<file path="config.mk">
export PLATFORM = sky130hd
export DESIGN_NAME = npl_out_buf
export DESIGN_NICKNAME = d
export VERILOG_FILES = /design/src/rtl/nearest_point_lookup_macros.svh /design/src/rtl/npl_pkg.sv /design/src/rtl/npl_out_buf.sv
export SDC_FILE = /design/constraint.sdc
export NUM_CORES = 1
export LEC_CHECK = 0
export ABC_AREA = 1
export BUFFER_PORTS_ARGS = -buffer_cell sky130_fd_sc_hd__buf_4
export CORE_AREA = 2 2 39 41
export CTS_BUF_LIST = sky130_fd_sc_hd__clkbuf_8 sky130_fd_sc_hd__clkbuf_16
export CTS_CLUSTER_SIZE = 20
export DETAILED_ROUTE_END_ITERATION = 6
export DIE_AREA = 0 0 41 43
export PLACE_DENSITY = 0.72
export SLEW_MARGIN = 10
export SYNTH_ARGS = -nofsm -noshare
export SYNTH_HDL_FRONTEND = slang
export SYNTH_SLANG_ARGS = --single-unit
</file>
<file path="constraint.sdc">
create_clock -name i_clk -period 4 [get_ports i_clk]
set_input_delay 0.8 -clock i_clk [delete_from_list [all_inputs] [get_ports i_clk]]
set_output_delay 0.8 -clock i_clk [all_outputs]
set_load 0.02 [all_outputs]
</file>
<file path="src/rtl/nearest_point_lookup_macros.svh">
// ---------------------------------------------------------------------------
// nearest_point_lookup_macros.svh
// Assertion shorthands for the nearest point lookup RTL (used by npl_ctrl).
// ---------------------------------------------------------------------------
`ifndef NEAREST_POINT_LOOKUP_MACROS_SVH
`define NEAREST_POINT_LOOKUP_MACROS_SVH

// Same-cycle implication, checked out of reset.
`define NPL_ASSERT_IMPL(label, ante, cons) \
    label: assert property (@(posedge i_clk) disable iff (!i_rst_n) (ante) |-> (cons)) \
        else $error("nearest_point_lookup: assertion failed");

// Next-cycle implication, checked out of reset.
`define NPL_ASSERT_NEXT(label, ante, cons) \
    label: assert property (@(posedge i_clk) disable iff (!i_rst_n) (ante) |=> (cons)) \
        else $error("nearest_point_lookup: assertion failed");

`endif

</file>
<file path="src/rtl/npl_pkg.sv">
// ---------------------------------------------------------------------------
// npl_pkg
// Types, sizes and codes shared by the nearest point lookup modules.
// ---------------------------------------------------------------------------
`default_nettype none

package npl_pkg;

    localparam int MAX_POINTS = 1024;
    localparam int IDX_W      = $clog2(MAX_POINTS);
    localparam int CNT_W      = IDX_W + 1;
    localparam int POS_W      = 32;
    localparam int ENTRY_W    = POS_W + IDX_W;

    localparam logic [1:0] ACT_LOAD  = 2'd0;
    localparam logic [1:0] ACT_QUERY = 2'd1;
    localparam logic [1:0] ACT_CLEAR = 2'd2;

    localparam logic [1:0] ST_OK    = 2'd0;
    localparam logic [1:0] ST_FULL  = 2'd1;
    localparam logic [1:0] ST_EMPTY = 2'd2;

    typedef struct packed {
        logic [1:0]              action;
        logic signed [POS_W-1:0] position;
    } t_req;

    typedef struct packed {
        logic [CNT_W-1:0] nearest_number;
        logic [1:0]       status;
    } t_rsp;

    // One table entry: position, and load number minus one.
    typedef struct packed {
        logic signed [POS_W-1:0] pos;
        logic [IDX_W-1:0]        num;
    } t_entry;

    typedef struct packed {
        logic             we;
        logic [IDX_W-1:0] addr;
        t_entry           data;
    } t_ram_wr;

endpackage

`default_nettype wire

</file>
<file path="src/rtl/npl_out_buf.sv">
// ---------------------------------------------------------------------------
// npl_out_buf
// One-entry output register between the sequencer and the result channel.
// ---------------------------------------------------------------------------
`default_nettype none

module npl_out_buf (
    input  wire logic          i_clk,
    input  wire logic          i_rst_n,
    input  wire logic          i_valid,
    output logic               o_ready,
    input  wire npl_pkg::t_rsp i_rsp,
    output logic               o_valid,
    input  wire logic          i_ready,
    output npl_pkg::t_rsp      o_rsp
);

    logic          r_valid;
    npl_pkg::t_rsp r_rsp;

    // take a new result whenever the slot is empty or draining
    assign o_ready = !r_valid || i_ready;

    always_ff @(posedge i_clk) begin
        if (!i_rst_n) begin
            r_valid <= 1'b0;
        end else if (i_valid && o_ready) begin
            r_valid <= 1'b1;
        end else if (i_ready) begin
            r_valid <= 1'b0;
        end
    end

    always_ff @(posedge i_clk) begin
        if (i_valid && o_ready) begin
            r_rsp <= i_rsp;
        end
    end

    assign o_valid = r_valid;
    assign o_rsp   = r_rsp;

endmodule

`default_nettype wire

</file>
==> metrics.csv <==
metric,value,unit
post-route cell area,739.5,sq um
Area Overhead vs Synth,67.42,%
Sink Count,14,
"Slew Viols, Final",0,
leak pwr,0.3261,nW
clk slew on worst S/H paths,0.05,ns
placed cell area,694.4,sq um
# H-tree levels,1,
synthesized area,441.7,sq um
met1 WL,337,microns
Worst-Margin Slew,1.142,ns
maxcap violations,0,
clock tree root buffer cell,clkbuf_8,
DIE AREA,1763,sq um
post-route ant nets,0,
power per cell area,441.6,nW/um^2
Die H,43,microns
remaining global-route overflow,0,
fraction of layout cells with a size suffix above 1,67.27,%
Worst Hold Class,flop to flop,
vias in the first global route,306,
"FF+latch count, synth",14,
drt drc,0,
worst IR drop on VDD,0.2168,mV
net count after synthesis,37,
crit path time final,1.972,ns
Initial Utilization,31.92,%
crit-path max FO,2,
number of diodes,0,
Setup Buffers After CTS,0,
warnings from Yosys,0,
gr usage total,11.65,%
met2 WL,351,microns
PostCTS Resize Cnt,0,
Nets,73,
Chip Width,41,microns
"Hold-fix buffers, CTS",0,
relative slew slack,23.88,%
first-pass GRT wire length,1262,microns
Pre-antenna DRT Iters,1,
Clock Latency Late Sink,0.24,ns
total number of vias,301,
post-synth cell types,7,
Core Footprint,1384,sq um
routability cong.,0.5940,
row count,14,
clock skew,0.0005864,ns
Worst Setup Start Kind,input port,
Top Metal Used,met4,
"Req. time, crit path",3.20,ns
CTS Buf Count,3,
Detail Route met3 WL,167,microns
final hold violation count,0,
Mapped Cells,20,
routed len/inst,12.20,microns
I/O pin cnt,32,
initial antenna violation count,0,
pin count of the biggest net entering global routing,14,
crit share post-route,49.31,%
"Avg Cell Area, Syn",22.08,sq um
cell count after placement,67,
final WL,866,microns
CP arrival,1.17,ns
Initial DRC Count,0,
final setup violation count,0,
"Seq/Total Area, Yosys",92.92,%
run status,"finished, final reports clean",
port bufs,31,
FMAX,507.0,MHz
setup TNS,0,ns
RSZ-0062 raised after global routing,no,
R2R Setup Slk,2.38,ns
Vias/cell,4.239,
CTS tree,done,
Bufs on Longest Clock Path,2,
critical path capture point type,primary output,
WS Path Type,input port to primary output,
Filler cells,126,
"non-filler cells, final",71,
-- state kept, by name, summed over array words and instances, names as in the netlist --
signal,count
o_valid,1
o_rsp,13
-- synthesized netlist by cell type, drive strengths merged --
library cell  number  area (sq um)
edfxtp            13         390.4
inv                3         11.26
dfxtp              1         20.02
a21oi              2         13.76
nand2              1         6.260
-- metal layers --
| metal | track usage [%] | vias to the layer above |
|---|---|---|
| met5 | 0 | - |
| met4 | 12.00 | 0 |
| met3 | 5.236 | 2 |
| met2 | 15.00 | 32 |
| met1 | 12.98 | 125 |
| li1 | - | 142 |
-- worst max-delay path: stages --
cell     delay, ns
buf_4         0.11
inv_2         0.05
nand2_2       0.05
buf_4         0.16
-- report_power, final --
| part | internal [W] | switching, W |
|---|---|---|
| sequential | 0.000171 | 0.00000280 |
| clock | 0.0000677 | 0.0000443 |
| combinational | 0.0000209 | 0.0000204 |
-- metrics by stage --
| stage | hold slack [ns] | util [%] | total power (W) | setup WS (ns) |
|---|---|---|---|---|
| final | 0.5099 | 53.44 | 0.0003266 | 2.028 |
| after CTS | 0.5102 | 53.44 | 0.0003314 | 2.023 |
| after global placement | 0.4871 | 50.18 | 0.0002175 | 1.839 |
| after detailed placement | 0.4967 | 50.18 | 0.0002185 | 1.777 |
| after floorplan | 0.6435 | - | 0.0001920 | 2.088 |
| after global routing | 0.5378 | 53.44 | 0.0003415 | 1.953 |
-- cell type report --
cell class / count / area, sq um / area share (%)
flip-flops and latches: 14 / 410.4 / 55.50
repair buffers: 31 / 232.7 / 31.47
clock buffers: 3 / 41.29 / 5.584
multi-input cells: 3 / 20.02 / 2.707
well taps: 16 / 20.02 / 2.707
inverters: 3 / 11.26 / 1.523
clock inverters: 1 / 3.754 / 0.5076
-- layout by cell type (no fill, tap or decap), drive strengths merged --
cell type / count
a21oi: 2
buf: 31
clkbuf: 3
clkinv: 1
dfxtp: 1
edfxtp: 13
inv: 3
nand2: 1
-- worst paths after layout --
| check | start | to | cells after the start |
|---|---|---|---|
| worst min-delay path | o_valid | o_valid | 2 |
| worst min register to register | o_valid | o_valid | 2 |
| worst max register to register | o_valid | o_rsp[2] | 1 |
| worst max-delay path | i_ready | o_ready | 4 |
-- cells by family after synthesis --
group | count (synthesis) | share of synthesized area (%)
AND/OR/NAND/NOR | 1 | 1.417
buffers and inverters | 3 | 2.549
flip-flops | 14 | 92.92
AO/OA/AOI/OAI | 2 | 3.115
No activity file was read; power rests on OpenSTA's default activity.
