### config.mk
export PLATFORM = sky130hd
export DESIGN_NAME = npl_ctrl
export DESIGN_NICKNAME = d
export VERILOG_FILES = /design/src/rtl/npl_pkg.sv /design/src/rtl/npl_ctrl.sv
export VERILOG_INCLUDE_DIRS = /design/src /design/src/rtl
export SDC_FILE = /design/constraint.sdc
export NUM_CORES = 1
export LEC_CHECK = 0
export BUFFER_PORTS_ARGS = -buffer_cell sky130_fd_sc_hd__buf_2
export CAP_MARGIN = 40
export CORE_MARGIN = 5
export CORE_UTILIZATION = 25
export CTS_CLUSTER_DIAMETER = 50
export DETAILED_ROUTE_END_ITERATION = 8
export GPL_TIMING_DRIVEN = 0
export PLACE_DENSITY_LB_ADDON = 0.15
export SETUP_SLACK_MARGIN = 0.4
export SKIP_CTS_REPAIR_TIMING = 1
export SLEW_MARGIN = 20
export SYNTH_ARGS = -nofsm -noshare
export SYNTH_HDL_FRONTEND = slang
export SYNTH_SLANG_ARGS = --single-unit
### constraint.sdc
create_clock -name i_clk -period 13.1 [get_ports i_clk]
set_clock_uncertainty 0.2 [all_clocks]
set_input_delay 1.31 -clock i_clk [delete_from_list [all_inputs] [get_ports i_clk]]
set_output_delay 1.31 -clock i_clk [all_outputs]
set_load 0.02 [all_outputs]
### src/rtl/nearest_point_lookup_macros.svh
// ---------------------------------------------------------------------------
// nearest_point_lookup_macros.svh
// Assertion shorthands for the nearest point lookup RTL (used by npl_ctrl).
// ---------------------------------------------------------------------------
`ifndef NEAREST_POINT_LOOKUP_MACROS_SVH
`define NEAREST_POINT_LOOKUP_MACROS_SVH

// Same-cycle implication, checked out of reset.
`define NPL_ASSERT_IMPL(label, ante, cons) \
    label: assert property (@(posedge i_clk) disable iff (!i_rst_n) (ante) |-> (cons)) \
        else $error("nearest_point_lookup: assertion failed");

// Next-cycle implication, checked out of reset.
`define NPL_ASSERT_NEXT(label, ante, cons) \
    label: assert property (@(posedge i_clk) disable iff (!i_rst_n) (ante) |=> (cons)) \
        else $error("nearest_point_lookup: assertion failed");

`endif

### src/rtl/npl_pkg.sv
// ---------------------------------------------------------------------------
// npl_pkg
// Types, sizes and codes shared by the nearest point lookup modules.
// ---------------------------------------------------------------------------
`default_nettype none

package npl_pkg;

    localparam int MAX_POINTS = 1024;
    localparam int IDX_W      = $clog2(MAX_POINTS);
    localparam int CNT_W      = IDX_W + 1;
    localparam int POS_W      = 32;
    localparam int ENTRY_W    = POS_W + IDX_W;

    localparam logic [1:0] ACT_LOAD  = 2'd0;
    localparam logic [1:0] ACT_QUERY = 2'd1;
    localparam logic [1:0] ACT_CLEAR = 2'd2;

    localparam logic [1:0] ST_OK    = 2'd0;
    localparam logic [1:0] ST_FULL  = 2'd1;
    localparam logic [1:0] ST_EMPTY = 2'd2;

    typedef struct packed {
        logic [1:0]              action;
        logic signed [POS_W-1:0] position;
    } t_req;

    typedef struct packed {
        logic [CNT_W-1:0] nearest_number;
        logic [1:0]       status;
    } t_rsp;

    // One table entry: position, and load number minus one.
    typedef struct packed {
        logic signed [POS_W-1:0] pos;
        logic [IDX_W-1:0]        num;
    } t_entry;

    typedef struct packed {
        logic             we;
        logic [IDX_W-1:0] addr;
        t_entry           data;
    } t_ram_wr;

endpackage

`default_nettype wire

### src/rtl/npl_ctrl.sv
// ---------------------------------------------------------------------------
// npl_ctrl
// Sequencer: sorted insertion on load, binary search on query, count reset on clear.
// ---------------------------------------------------------------------------
`default_nettype none

`include "nearest_point_lookup_macros.svh"

module npl_ctrl (
    input  wire logic                               i_clk,
    input  wire logic                               i_rst_n,
    input  wire logic                               i_req_valid,
    output logic                                    o_req_ready,
    input  wire npl_pkg::t_req                      i_req,
    output logic                                    o_rsp_valid,
    input  wire logic                               i_rsp_ready,
    output npl_pkg::t_rsp                           o_rsp,
    output npl_pkg::t_ram_wr                        o_ram_wr,
    output logic [npl_pkg::IDX_W-1:0]               o_ram_raddr,
    input  wire logic [npl_pkg::ENTRY_W-1:0]        i_ram_rdata
);

    localparam int IDX_W = npl_pkg::IDX_W;
    localparam int CNT_W = npl_pkg::CNT_W;
    localparam int POS_W = npl_pkg::POS_W;

    localparam logic [3:0] S_IDLE    = 4'd0;
    localparam logic [3:0] S_INS_RD  = 4'd1;
    localparam logic [3:0] S_INS_CMP = 4'd2;
    localparam logic [3:0] S_LB_RD   = 4'd3;
    localparam logic [3:0] S_LB_CMP  = 4'd4;
    localparam logic [3:0] S_FETCH_R = 4'd5;
    localparam logic [3:0] S_GOT_R   = 4'd6;
    localparam logic [3:0] S_FETCH_L = 4'd7;
    localparam logic [3:0] S_GOT_L   = 4'd8;
    localparam logic [3:0] S_FETCH_N = 4'd9;
    localparam logic [3:0] S_GOT_N   = 4'd10;
    localparam logic [3:0] S_DONE    = 4'd11;

    logic [3:0]              r_state,  n_state;
    logic [CNT_W-1:0]        r_count,  n_count;
    logic                    r_phase,  n_phase;
    logic signed [POS_W-1:0] r_key,    n_key;
    logic [CNT_W-1:0]        r_lo,     n_lo;
    logic [CNT_W-1:0]        r_hi,     n_hi;
    logic [IDX_W-1:0]        r_j,      n_j;
    logic signed [POS_W-1:0] r_rpos,   n_rpos;
    logic [IDX_W-1:0]        r_rnum,   n_rnum;
    logic                    r_has_r,  n_has_r;
    npl_pkg::t_rsp           r_rsp,    n_rsp;

    npl_pkg::t_entry         rd;
    npl_pkg::t_entry         new_entry;
    logic [CNT_W:0]          mid_sum;
    logic [CNT_W-1:0]        mid;
    logic [POS_W:0]          d_left;
    logic [POS_W:0]          d_right;
    logic                    pick_left;
    logic                    searching;
    logic                    full_rsp;

    assign rd  = npl_pkg::t_entry'(i_ram_rdata);
    assign mid_sum = {1'b0, r_lo} + {1'b0, r_hi};
    assign mid = mid_sum[CNT_W:1];

    assign new_entry.pos = r_key;
    assign new_entry.num = r_count[IDX_W-1:0];

    // Left candidate lies below the key, right one at or above it.
    assign d_left  = {r_key[POS_W-1], r_key} - {rd.pos[POS_W-1], rd.pos};
    assign d_right = {r_rpos[POS_W-1], r_rpos} - {r_key[POS_W-1], r_key};
    // Distance tie goes to the right (larger) position.
    assign pick_left = !r_has_r || (d_left < d_right);

    always_comb begin
        n_state  = r_state;
        n_count  = r_count;
        n_phase  = r_phase;
        n_key    = r_key;
        n_lo     = r_lo;
        n_hi     = r_hi;
        n_j      = r_j;
        n_rpos   = r_rpos;
        n_rnum   = r_rnum;
        n_has_r  = r_has_r;
        n_rsp    = r_rsp;
        o_ram_wr = '0;
        o_ram_raddr = '0;

        unique case (r_state)
            S_IDLE: begin
                if (i_req_valid) begin
                    n_key = i_req.position;
                    n_rsp.nearest_number = '0;
                    n_rsp.status = npl_pkg::ST_OK;
                    unique case (i_req.action)
                        npl_pkg::ACT_LOAD: begin
                            if (r_count == CNT_W'(npl_pkg::MAX_POINTS)) begin
                                n_rsp.status = npl_pkg::ST_FULL;
                                n_state = S_DONE;
                            end else begin
                                n_j = r_count[IDX_W-1:0];
                                n_state = S_INS_RD;
                            end
                        end
                        npl_pkg::ACT_QUERY: begin
                            if (r_count == '0) begin
                                n_rsp.status = npl_pkg::ST_EMPTY;
                                n_state = S_DONE;
                            end else begin
                                n_lo = '0;
                                n_hi = r_count;
                                n_phase = 1'b0;
                                n_state = S_LB_RD;
                            end
                        end
                        npl_pkg::ACT_CLEAR: begin
                            n_count = '0;
                            n_state = S_DONE;
                        end
                        default: begin
                            n_state = S_DONE;
                        end
                    endcase
                end
            end
            S_INS_RD: begin
                if (r_j == '0) begin
                    o_ram_wr.we   = 1'b1;
                    o_ram_wr.addr = '0;
                    o_ram_wr.data = new_entry;
                    n_count = r_count + CNT_W'(1);
                    n_state = S_DONE;
                end else begin
                    o_ram_raddr = r_j - IDX_W'(1);
                    n_state = S_INS_CMP;
                end
            end
            S_INS_CMP: begin
                o_ram_wr.we   = 1'b1;
                o_ram_wr.addr = r_j;
                if ($signed(rd.pos) > $signed(r_key)) begin
                    // shift the larger entry up one slot
                    o_ram_wr.data = rd;
                    n_j = r_j - IDX_W'(1);
                    n_state = S_INS_RD;
                end else begin
                    o_ram_wr.data = new_entry;
                    n_count = r_count + CNT_W'(1);
                    n_state = S_DONE;
                end
            end
            S_LB_RD: begin
                if (r_lo == r_hi) begin
                    n_state = r_phase ? S_FETCH_N : S_FETCH_R;
                end else begin
                    o_ram_raddr = mid[IDX_W-1:0];
                    n_state = S_LB_CMP;
                end
            end
            S_LB_CMP: begin
                if ($signed(rd.pos) < $signed(r_key)) begin
                    n_lo = mid + CNT_W'(1);
                end else begin
                    n_hi = mid;
                end
                n_state = S_LB_RD;
            end
            S_FETCH_R: begin
                if (r_lo != r_count) begin
                    o_ram_raddr = r_lo[IDX_W-1:0];
                    n_has_r = 1'b1;
                    n_state = S_GOT_R;
                end else begin
                    n_has_r = 1'b0;
                    n_state = S_FETCH_L;
                end
            end
            S_GOT_R: begin
                n_rpos = rd.pos;
                n_rnum = rd.num;
                n_state = S_FETCH_L;
            end
            S_FETCH_L: begin
                if (r_lo != '0) begin
                    o_ram_raddr = r_lo[IDX_W-1:0] - IDX_W'(1);
                    n_state = S_GOT_L;
                end else begin
                    n_rsp.nearest_number = {1'b0, r_rnum} + CNT_W'(1);
                    n_state = S_DONE;
                end
            end
            S_GOT_L: begin
                if (pick_left) begin
                    // find the first entry at the left position
                    n_key   = rd.pos;
                    n_lo    = '0;
                    n_hi    = r_lo - CNT_W'(1);
                    n_phase = 1'b1;
                    n_state = S_LB_RD;
                end else begin
                    n_rsp.nearest_number = {1'b0, r_rnum} + CNT_W'(1);
                    n_state = S_DONE;
                end
            end
            S_FETCH_N: begin
                o_ram_raddr = r_lo[IDX_W-1:0];
                n_state = S_GOT_N;
            end
            S_GOT_N: begin
                n_rsp.nearest_number = {1'b0, rd.num} + CNT_W'(1);
                n_state = S_DONE;
            end
            S_DONE: begin
                if (i_rsp_ready) begin
                    n_state = S_IDLE;
                end
            end
            default: begin
                n_state = S_IDLE;
            end
        endcase
    end

    always_ff @(posedge i_clk) begin
        if (!i_rst_n) begin
            r_state <= S_IDLE;
            r_count <= '0;
        end else begin
            r_state <= n_state;
            r_count <= n_count;
        end
    end

    always_ff @(posedge i_clk) begin
        r_phase <= n_phase;
        r_key   <= n_key;
        r_lo    <= n_lo;
        r_hi    <= n_hi;
        r_j     <= n_j;
        r_rpos  <= n_rpos;
        r_rnum  <= n_rnum;
        r_has_r <= n_has_r;
        r_rsp   <= n_rsp;
    end

    assign o_req_ready = (r_state == S_IDLE);
    assign o_rsp_valid = (r_state == S_DONE);
    assign o_rsp       = r_rsp;

    assign searching = (r_state == S_LB_RD) || (r_state == S_LB_CMP);
    assign full_rsp  = o_rsp_valid && (r_rsp.status == npl_pkg::ST_FULL);

    `NPL_ASSERT_IMPL(a_count_le_max, 1'b1, r_count <= CNT_W'(npl_pkg::MAX_POINTS))
    `NPL_ASSERT_IMPL(a_wr_in_table, o_ram_wr.we, CNT_W'(o_ram_wr.addr) <= r_count)
    `NPL_ASSERT_IMPL(a_search_bounds, searching, (r_lo <= r_hi) && (r_hi <= r_count))
    `NPL_ASSERT_IMPL(a_full_only_at_max, full_rsp, r_count == CNT_W'(npl_pkg::MAX_POINTS))

endmodule

`default_nettype wire

==> results of run 1 <==
placed cells by master (no fill, tap or decap), types with 35 or more instances in the layout:
cell type  Yosys  final
buf_2         12    173
nand2_1      144    144
edfxtp_1     121    121
ha_1         113    113
nor2_1       102    101
inv_1         95     95
o21ai_0       91     91
a21oi_1       87     87
xnor2_1       57     57
a21o_1        51     51
xor2_1        50     50
clkbuf_1      42     43
a22o_1        43     43
nor3_1        35     35
power groups by stage:
stage / clock network (mW) / registers [mW] / logic, mW
global placement: 0 / 0.792 / 2.26
global route: 0.537 / 0.788 / 2.59
finish: 0.504 / 0.772 / 2.32
floorplan: 0 / 0.760 / 1.60
CTS: 0.521 / 0.773 / 2.34
detailed placement: 0 / 0.781 / 2.32
kinds of logic after synthesis:
family	Yosys count	synth area share (%)
flip-flops	136	33.5
AND/OR/NAND/NOR	435	17.9
multiplexers	6	0.511
buffers and inverters	151	5.02
AO/OA/AOI/OAI	394	22.6
XOR/XNOR	107	7.98
adder cells (fa/ha/maj)	116	12.5
stage by stage:
stage                     utilization (%)  power [mW]  hold WS, ps  cell area, sq um  setup WS [ps]
after global placement               28.5        3.05          416             13300           3560
after detailed placement             28.9        3.10          423             13500           5780
final                                30.2        3.59          413             14000           6380
after floorplan                         -        2.36          313             11700           6370
after CTS                            30.1        3.63          433             14000           6290
after global routing                 30.2        3.91          506             14000           6060
flip-flops by register name, summed over array words and instances, names as in the netlist, 10 cells and up:
signal   flops
o_rsp       13
r_count     11
r_hi        11
r_j         10
r_key       32
r_lo        11
r_rnum      10
r_rpos      32
worst max-delay path, stage by stage:
cell      delay (ps)
buf_2            160
ha_1             190
inv_1             50
fa_1             410
a21o_1           170
a21oi_1          290
o21a_1           190
o21ai_0          160
o21ai_0          460
o21bai_1         110
a21oi_1          190
xnor2_1          140
ha_1             260
a21oi_1          160
o21ai_0          140
a221oi_1         520
o21a_1           190
a41o_1           180
o21ai_0          310
nor2_1           170
a21oi_1           80
nor2b_4          570
buf_16           240
layout make-up:
class,instances,area [sq um]
Buffer,56,233
Multi-Input combinational cell,1058,7260
Sequential cell,136,3930
Fill cell,4975,32500
Tap cell,607,759
Inverter,95,357
Clock inverter,14,146
Timing Repair Buffer,170,933
Clock buffer,18,429
path summary, 6_finish.rpt:
path	cells past startpoint	to	slack, ps
min reg2reg	2	r_count[0]	410
max reg2reg	22	r_key[12]	6450
min	2	r_count[0]	410
max	23	r_key[12]	6380
per-layer routing:
layer / up-vias / GRT usage (%) / wire length [um]
li1: 5337 / - / -
met1: 5199 / 22.0 / 19900
met2: 246 / 28.0 / 20500
met3: 39 / 3.17 / 1780
met4: 0 / 5.20 / 917
met5: - / 0 / 0
==> impl_results.md, run 1 <==
* Peak supply drop at 98.4 uV
* Detail Route Antenna Nets at 0
* 1st-iter DRT viols at 744
* Synth Flop Type: edfxtp_1
* Global-route wire length before repair at 64.9 mm
* Placed cells at 2121
* Worst Path Arrival at 6710 ps
* Sw Ratio at 49.8%
* Worst slew pin tran at 757 ps
* Yosys top cell area share at 30.9%
* HP Start: r_count[0]
* Vias per cell at 5.02
* Core Region at 46600 sq um
* Die area at 51400 sq um
* Netlist cell types at 71
* Commonest cells in the netlist: 144 x nand2_1, 121 x edfxtp_1, 113 x ha_1
* Crit Path Max Fanout at 18
* Initial antenna violation count at 0
* Ant diodes at 0
* Port Buf Inserts at 157
* Rel. slew slack at 49.2%
* Clock Power Share at 14.0%
* Post-Synthesis Cells at 1345
* Top cell type by total area after synthesis: edfxtp_1
* # nets final at 1730
* Slew Limit Fails at 0
* Max-Cap Viols at 0
* Synthesized Nets at 1541
* Drt total wl at 43.1 mm
* Num ports at 158
* Wirelength per Cell at 20.0 um
* Startpoint types: input port
* Max Fclk at 0.149 GHz
* Cell Pwr Density at 256 nW/um^2
* Drc violations at 0
* Drt first pass iters at 5
* Post-synth EDFFs at 121
* Syn-to-layout area delta at 19.6%
* Status: finished clean
* CTS Buf Count at 17
* Vias in the first global route at 10900
* Seq/Total Area, Yosys at 33.5%
* CTS tree: done
* Die Y at 227 um
* Fin cells at 2154
* Net Switching at 1.79 mW
* Hold violation total from the final report at 0
* Top-count cell post-synth: nand2_1
* Top cells by area, synth: edfxtp_1 31%, ha_1 12%, nand2_1 4.6%, xnor2_1 4.3%, o21ai_0 3.9%
* Row count at 79
* RSZ-0062 raised after global routing: no
* Starting Density at 25.2%
* Tmin final at 6720 ps
* Synth Register Bits at 136
* Post-synth ARST share at 0%
* CP required at 13080 ps
* Critical path origin: i_ram_rdata[10]
* Clk slew on worst S/H paths at 70 ps
* Fin Setup TNS at 0 ps
* Cell Int Power at 1.80 mW
* Share of cells above drive strength 1 at 14.9%
* Yosys warns at 0
* Hpwl dp at 34.2 mm
* Final setup vio count at 0
* Crit share post-route at 51.3%
* GP Congestion at 0.870
* Largest net degree at the start of global routing at 22
* Gate power share at 64.5%
* Leak at 6.22 nW
* Chip width at 227 um
* Hold Path Class: reg -> reg
* GR Overflow Total at 0
* Worst r2r src: r_key[1]
* Avg Cell Area, Syn at 8.73 sq um
* Sequential power share at 21.5%
* Clock Sinks at 136
* Critical path type: in -> reg
* Clock Path Buffers at 2
* Crit. End Element: register
* DR vias at 10800
* Root buffer cell: clkbuf_16
* Worst skew pair latency at 490 ps
* CTS H-tree lvls at 4
* Post-Syn Area at 11700 sq um
* Overall Global Routing Usage at 16.7%
(Power assumes the default switching activity.)
==> inputs of run 2 (changes only) <==
Clock period 13.1 ns to 6.2 ns, I/O delays scaled along.
==> run 2 against run 1 <==
Power grew 120%. Via count shrank 0.63%. Die area did not move. Sequential power grew 110%. Worst hold slack got worse by 280 ps. Critical path depth increased by 1. Clock-buffer cell count increased by 3. Sequential cell count stayed put. Register-to-register slack got worse by 5900 ps. Clock power is 110% higher. Global-route usage decreased by 0.24 points. Combinational power grew 120%. Critical endpoint is now r_lo[8]. Largest power group unchanged.
==> impl_results.md, run 2 (same netlist as run 1, synthesis figures left out) <==
* Die Y at 227 um (unchanged)
* Hold violation total from the final report at 0 (unchanged)
* Post-Layout Inst Area at 14300 sq um (was 14000 sq um)
* Clock Power Share at 13.6% (was 14.0%)
* Critical path type: reg -> reg (was in -> reg)
* CTS Buf Count at 17 (unchanged)
* Worst Path Arrival at 5680 ps (was 6710 ps)
* Critical path origin: r_rpos[0] (was i_ram_rdata[10])
* Vias in the first global route at 10700 (was 10900)
* Post-Route Utilization at 30.8% (was 30.2%)
* Initial antenna violation count at 1 (was 0)
* Design Power at 7.79 mW (was 3.59 mW)
* Peak supply drop at 271 uV (was 98.4 uV)
* HP Start: i_ram_rdata[41] (was r_count[0])
* Core Region at 46600 sq um (unchanged)
* Filler cell count at 5019 (was 4975)
* DR vias at 10800 (about the same)
* Syn-to-layout area delta at 22.1% (was 19.6%)
* Drt total wl at 43.0 mm (was 43.1 mm)
* Fin Setup TNS at 0 ps (unchanged)
* Crit Path Max Fanout at 5 (was 18)
* Crit. End Element: register (unchanged)
* Die area at 51400 sq um (unchanged)
* 1st-iter DRT viols at 512 (was 744)
* Row count at 79 (unchanged)
* Commonest non-fill, non-tap cells in the layout: 170 x buf_2, 144 x nand2_1, 121 x edfxtp_1 (was 173 x buf_2, 144 x nand2_1, 121 x edfxtp_1)
* Vias per cell at 4.96 (was 5.02)
* Status: finished clean (unchanged)
* Area of the multi-input gates at 7400 sq um (was 7260 sq um)
* Worst slew pin tran at 832 ps (was 757 ps)
* CTS H-tree lvls at 4 (unchanged)
* Final setup vio count at 0 (unchanged)
* Overall Global Routing Usage at 16.5% (was 16.7%)
* Detail Route Antenna Nets at 0 (unchanged)
* Root buffer cell: clkbuf_16 (unchanged)
* Final WS setup at 518 ps (was 6380 ps)
* Max-Cap Viols at 0 (unchanged)
* Hpwl dp at 34.1 mm (was 34.2 mm)
* Net Switching at 3.82 mW (was 1.79 mW)
* Largest net degree at the start of global routing at 22 (unchanged)
* Port Buf Inserts at 157 (unchanged)
* Worst R2R Path Depth at 24 (was 22)
* Reg area at 3930 sq um (unchanged)
* Worst skew pair latency at 480 ps (was 490 ps)
* Hold Path Class: in -> reg (was reg -> reg)
* Sw Ratio at 49.0% (was 49.8%)
* Startpoint types: register (was input port)
* Wirelength per Cell at 19.8 um (was 20.0 um)
* GR Overflow Total at 0 (unchanged)
* Crit share post-route at 91.6%
* RR Endpoint: r_lo[8] (was r_key[12])
* Sequential power share at 20.8% (was 21.5%)
* CP required at 6200 ps (was 13080 ps)
* Clock Path Buffers at 2 (unchanged)
* GP Congestion at 0.900 (was 0.870)
* Clk slew on worst S/H paths at 70 ps (about the same)
* Starting Density at 25.2% (unchanged)
* Post-Place Cell Area at 13500 sq um (about the same)
* Global-route wire length before repair at 63.8 mm (was 64.9 mm)
* Slew Limit Fails at 0 (unchanged)
* Worst r2r src: r_rpos[0] (was r_key[1])
* Drt first pass iters at 6 (was 5)
* # nets final at 1745 (was 1730)
* Chip width at 227 um (unchanged)
* Num ports at 158 (unchanged)
* Cell Int Power at 3.98 mW (was 1.80 mW)
* Clock Sinks at 136 (unchanged)
* Cell Pwr Density at 543 nW/um^2 (was 256 nW/um^2)
* Commonest non-fill, non-tap cell in the layout: buf_2 (unchanged)
* Place WS at -494 ps (was 5780 ps)
* CTS tree: done (unchanged)
* Min-Delay Endpoint: r_rpos[31] (was r_count[0])
* Worst Hold Path Cells at 1 (was 2)
* Max Fclk at 0.176 GHz
* RSZ-0062 raised after global routing: yes (was no)
* R2R setup slack at 520 ps (was 6450 ps)
* Tmin final at 5680 ps
* Rel. slew slack at 44.1% (was 49.2%)
* Leak at 6.33 nW (was 6.22 nW)
* Share of cells above drive strength 1 at 16.8% (was 14.9%)
* Gate power share at 65.6% (was 64.5%)
* Drc violations at 0 (unchanged)
==> run 2: critical path: stages, from the launching register on <==
cell and delay, ps:
edfxtp_1 360, inv_1 70, ha_2 190, inv_2 40, fa_2 420, a211oi_2 260, nor2_2 80, a41oi_2 240
nor2b_4 230, o21ai_4 80, a21o_1 220, a221o_1 360, a21oi_2 140, xor2_1 200, ha_1 270, a21o_1 160
a21o_1 180, a221oi_4 330, o21a_1 200, a41o_4 140, o21ai_4 80, and2_4 170, o22a_1 220, nor4_4 360
buf_4 230
==> run 2: cell type report <==
cell class,instances,share of cell area [%]
Clock buffer,21,3.21
Tap cell,607,5.29
Antenna cell,1,0.0174
Buffer,56,1.62
Timing Repair Buffer,185,7.51
Multi-Input combinational cell,1058,51.6
Inverter,95,2.49
Sequential cell,136,27.4
Clock inverter,11,0.872
==> run 2: worst max path at each step <==
stage / to / slack [ps] / depth (start not counted)
after detailed placement: r_key[11] / -490 / 22
after global routing: r_lo[8] / 250 / 23
after global placement: r_key[11] / -1460 / 21
final: r_lo[8] / 520 / 24
after CTS: r_key[19] / -510 / 22
after floorplan: r_lo[0] / 650 / 23
==> run 2: through the flow <==
stage	hold WS, ps	instances
3_3_place_gp	423	2109
3_5_place_dp	429	2119
2_1_floorplan	313	1345
5_1_grt	97.0	2170
4_1_cts	72.0	2151
6_report	129	2170
==> run 2: metal layers <==
layer / part of all wire (%) / global-route usage (%) / routed length (um) / up-vias
met2: 48 / 27.3 / 20500 / 213
met4: 1.9 / 5.32 / 835 / 0
met1: 46 / 21.5 / 19700 / 5129
li1: - / - / - / 5363
met3: 4.5 / 3.56 / 1930 / 48
met5: 0 / 0 / 0 / -
==> run 2: power groups by stage <==
stage	clock network (mW)	logic, mW	registers, mW
finish	1.06	5.11	1.62
global route	1.14	5.68	1.66
CTS	1.11	4.92	1.63
detailed placement	0	4.88	1.64
global placement	0	4.78	1.66
floorplan	0	3.39	1.60
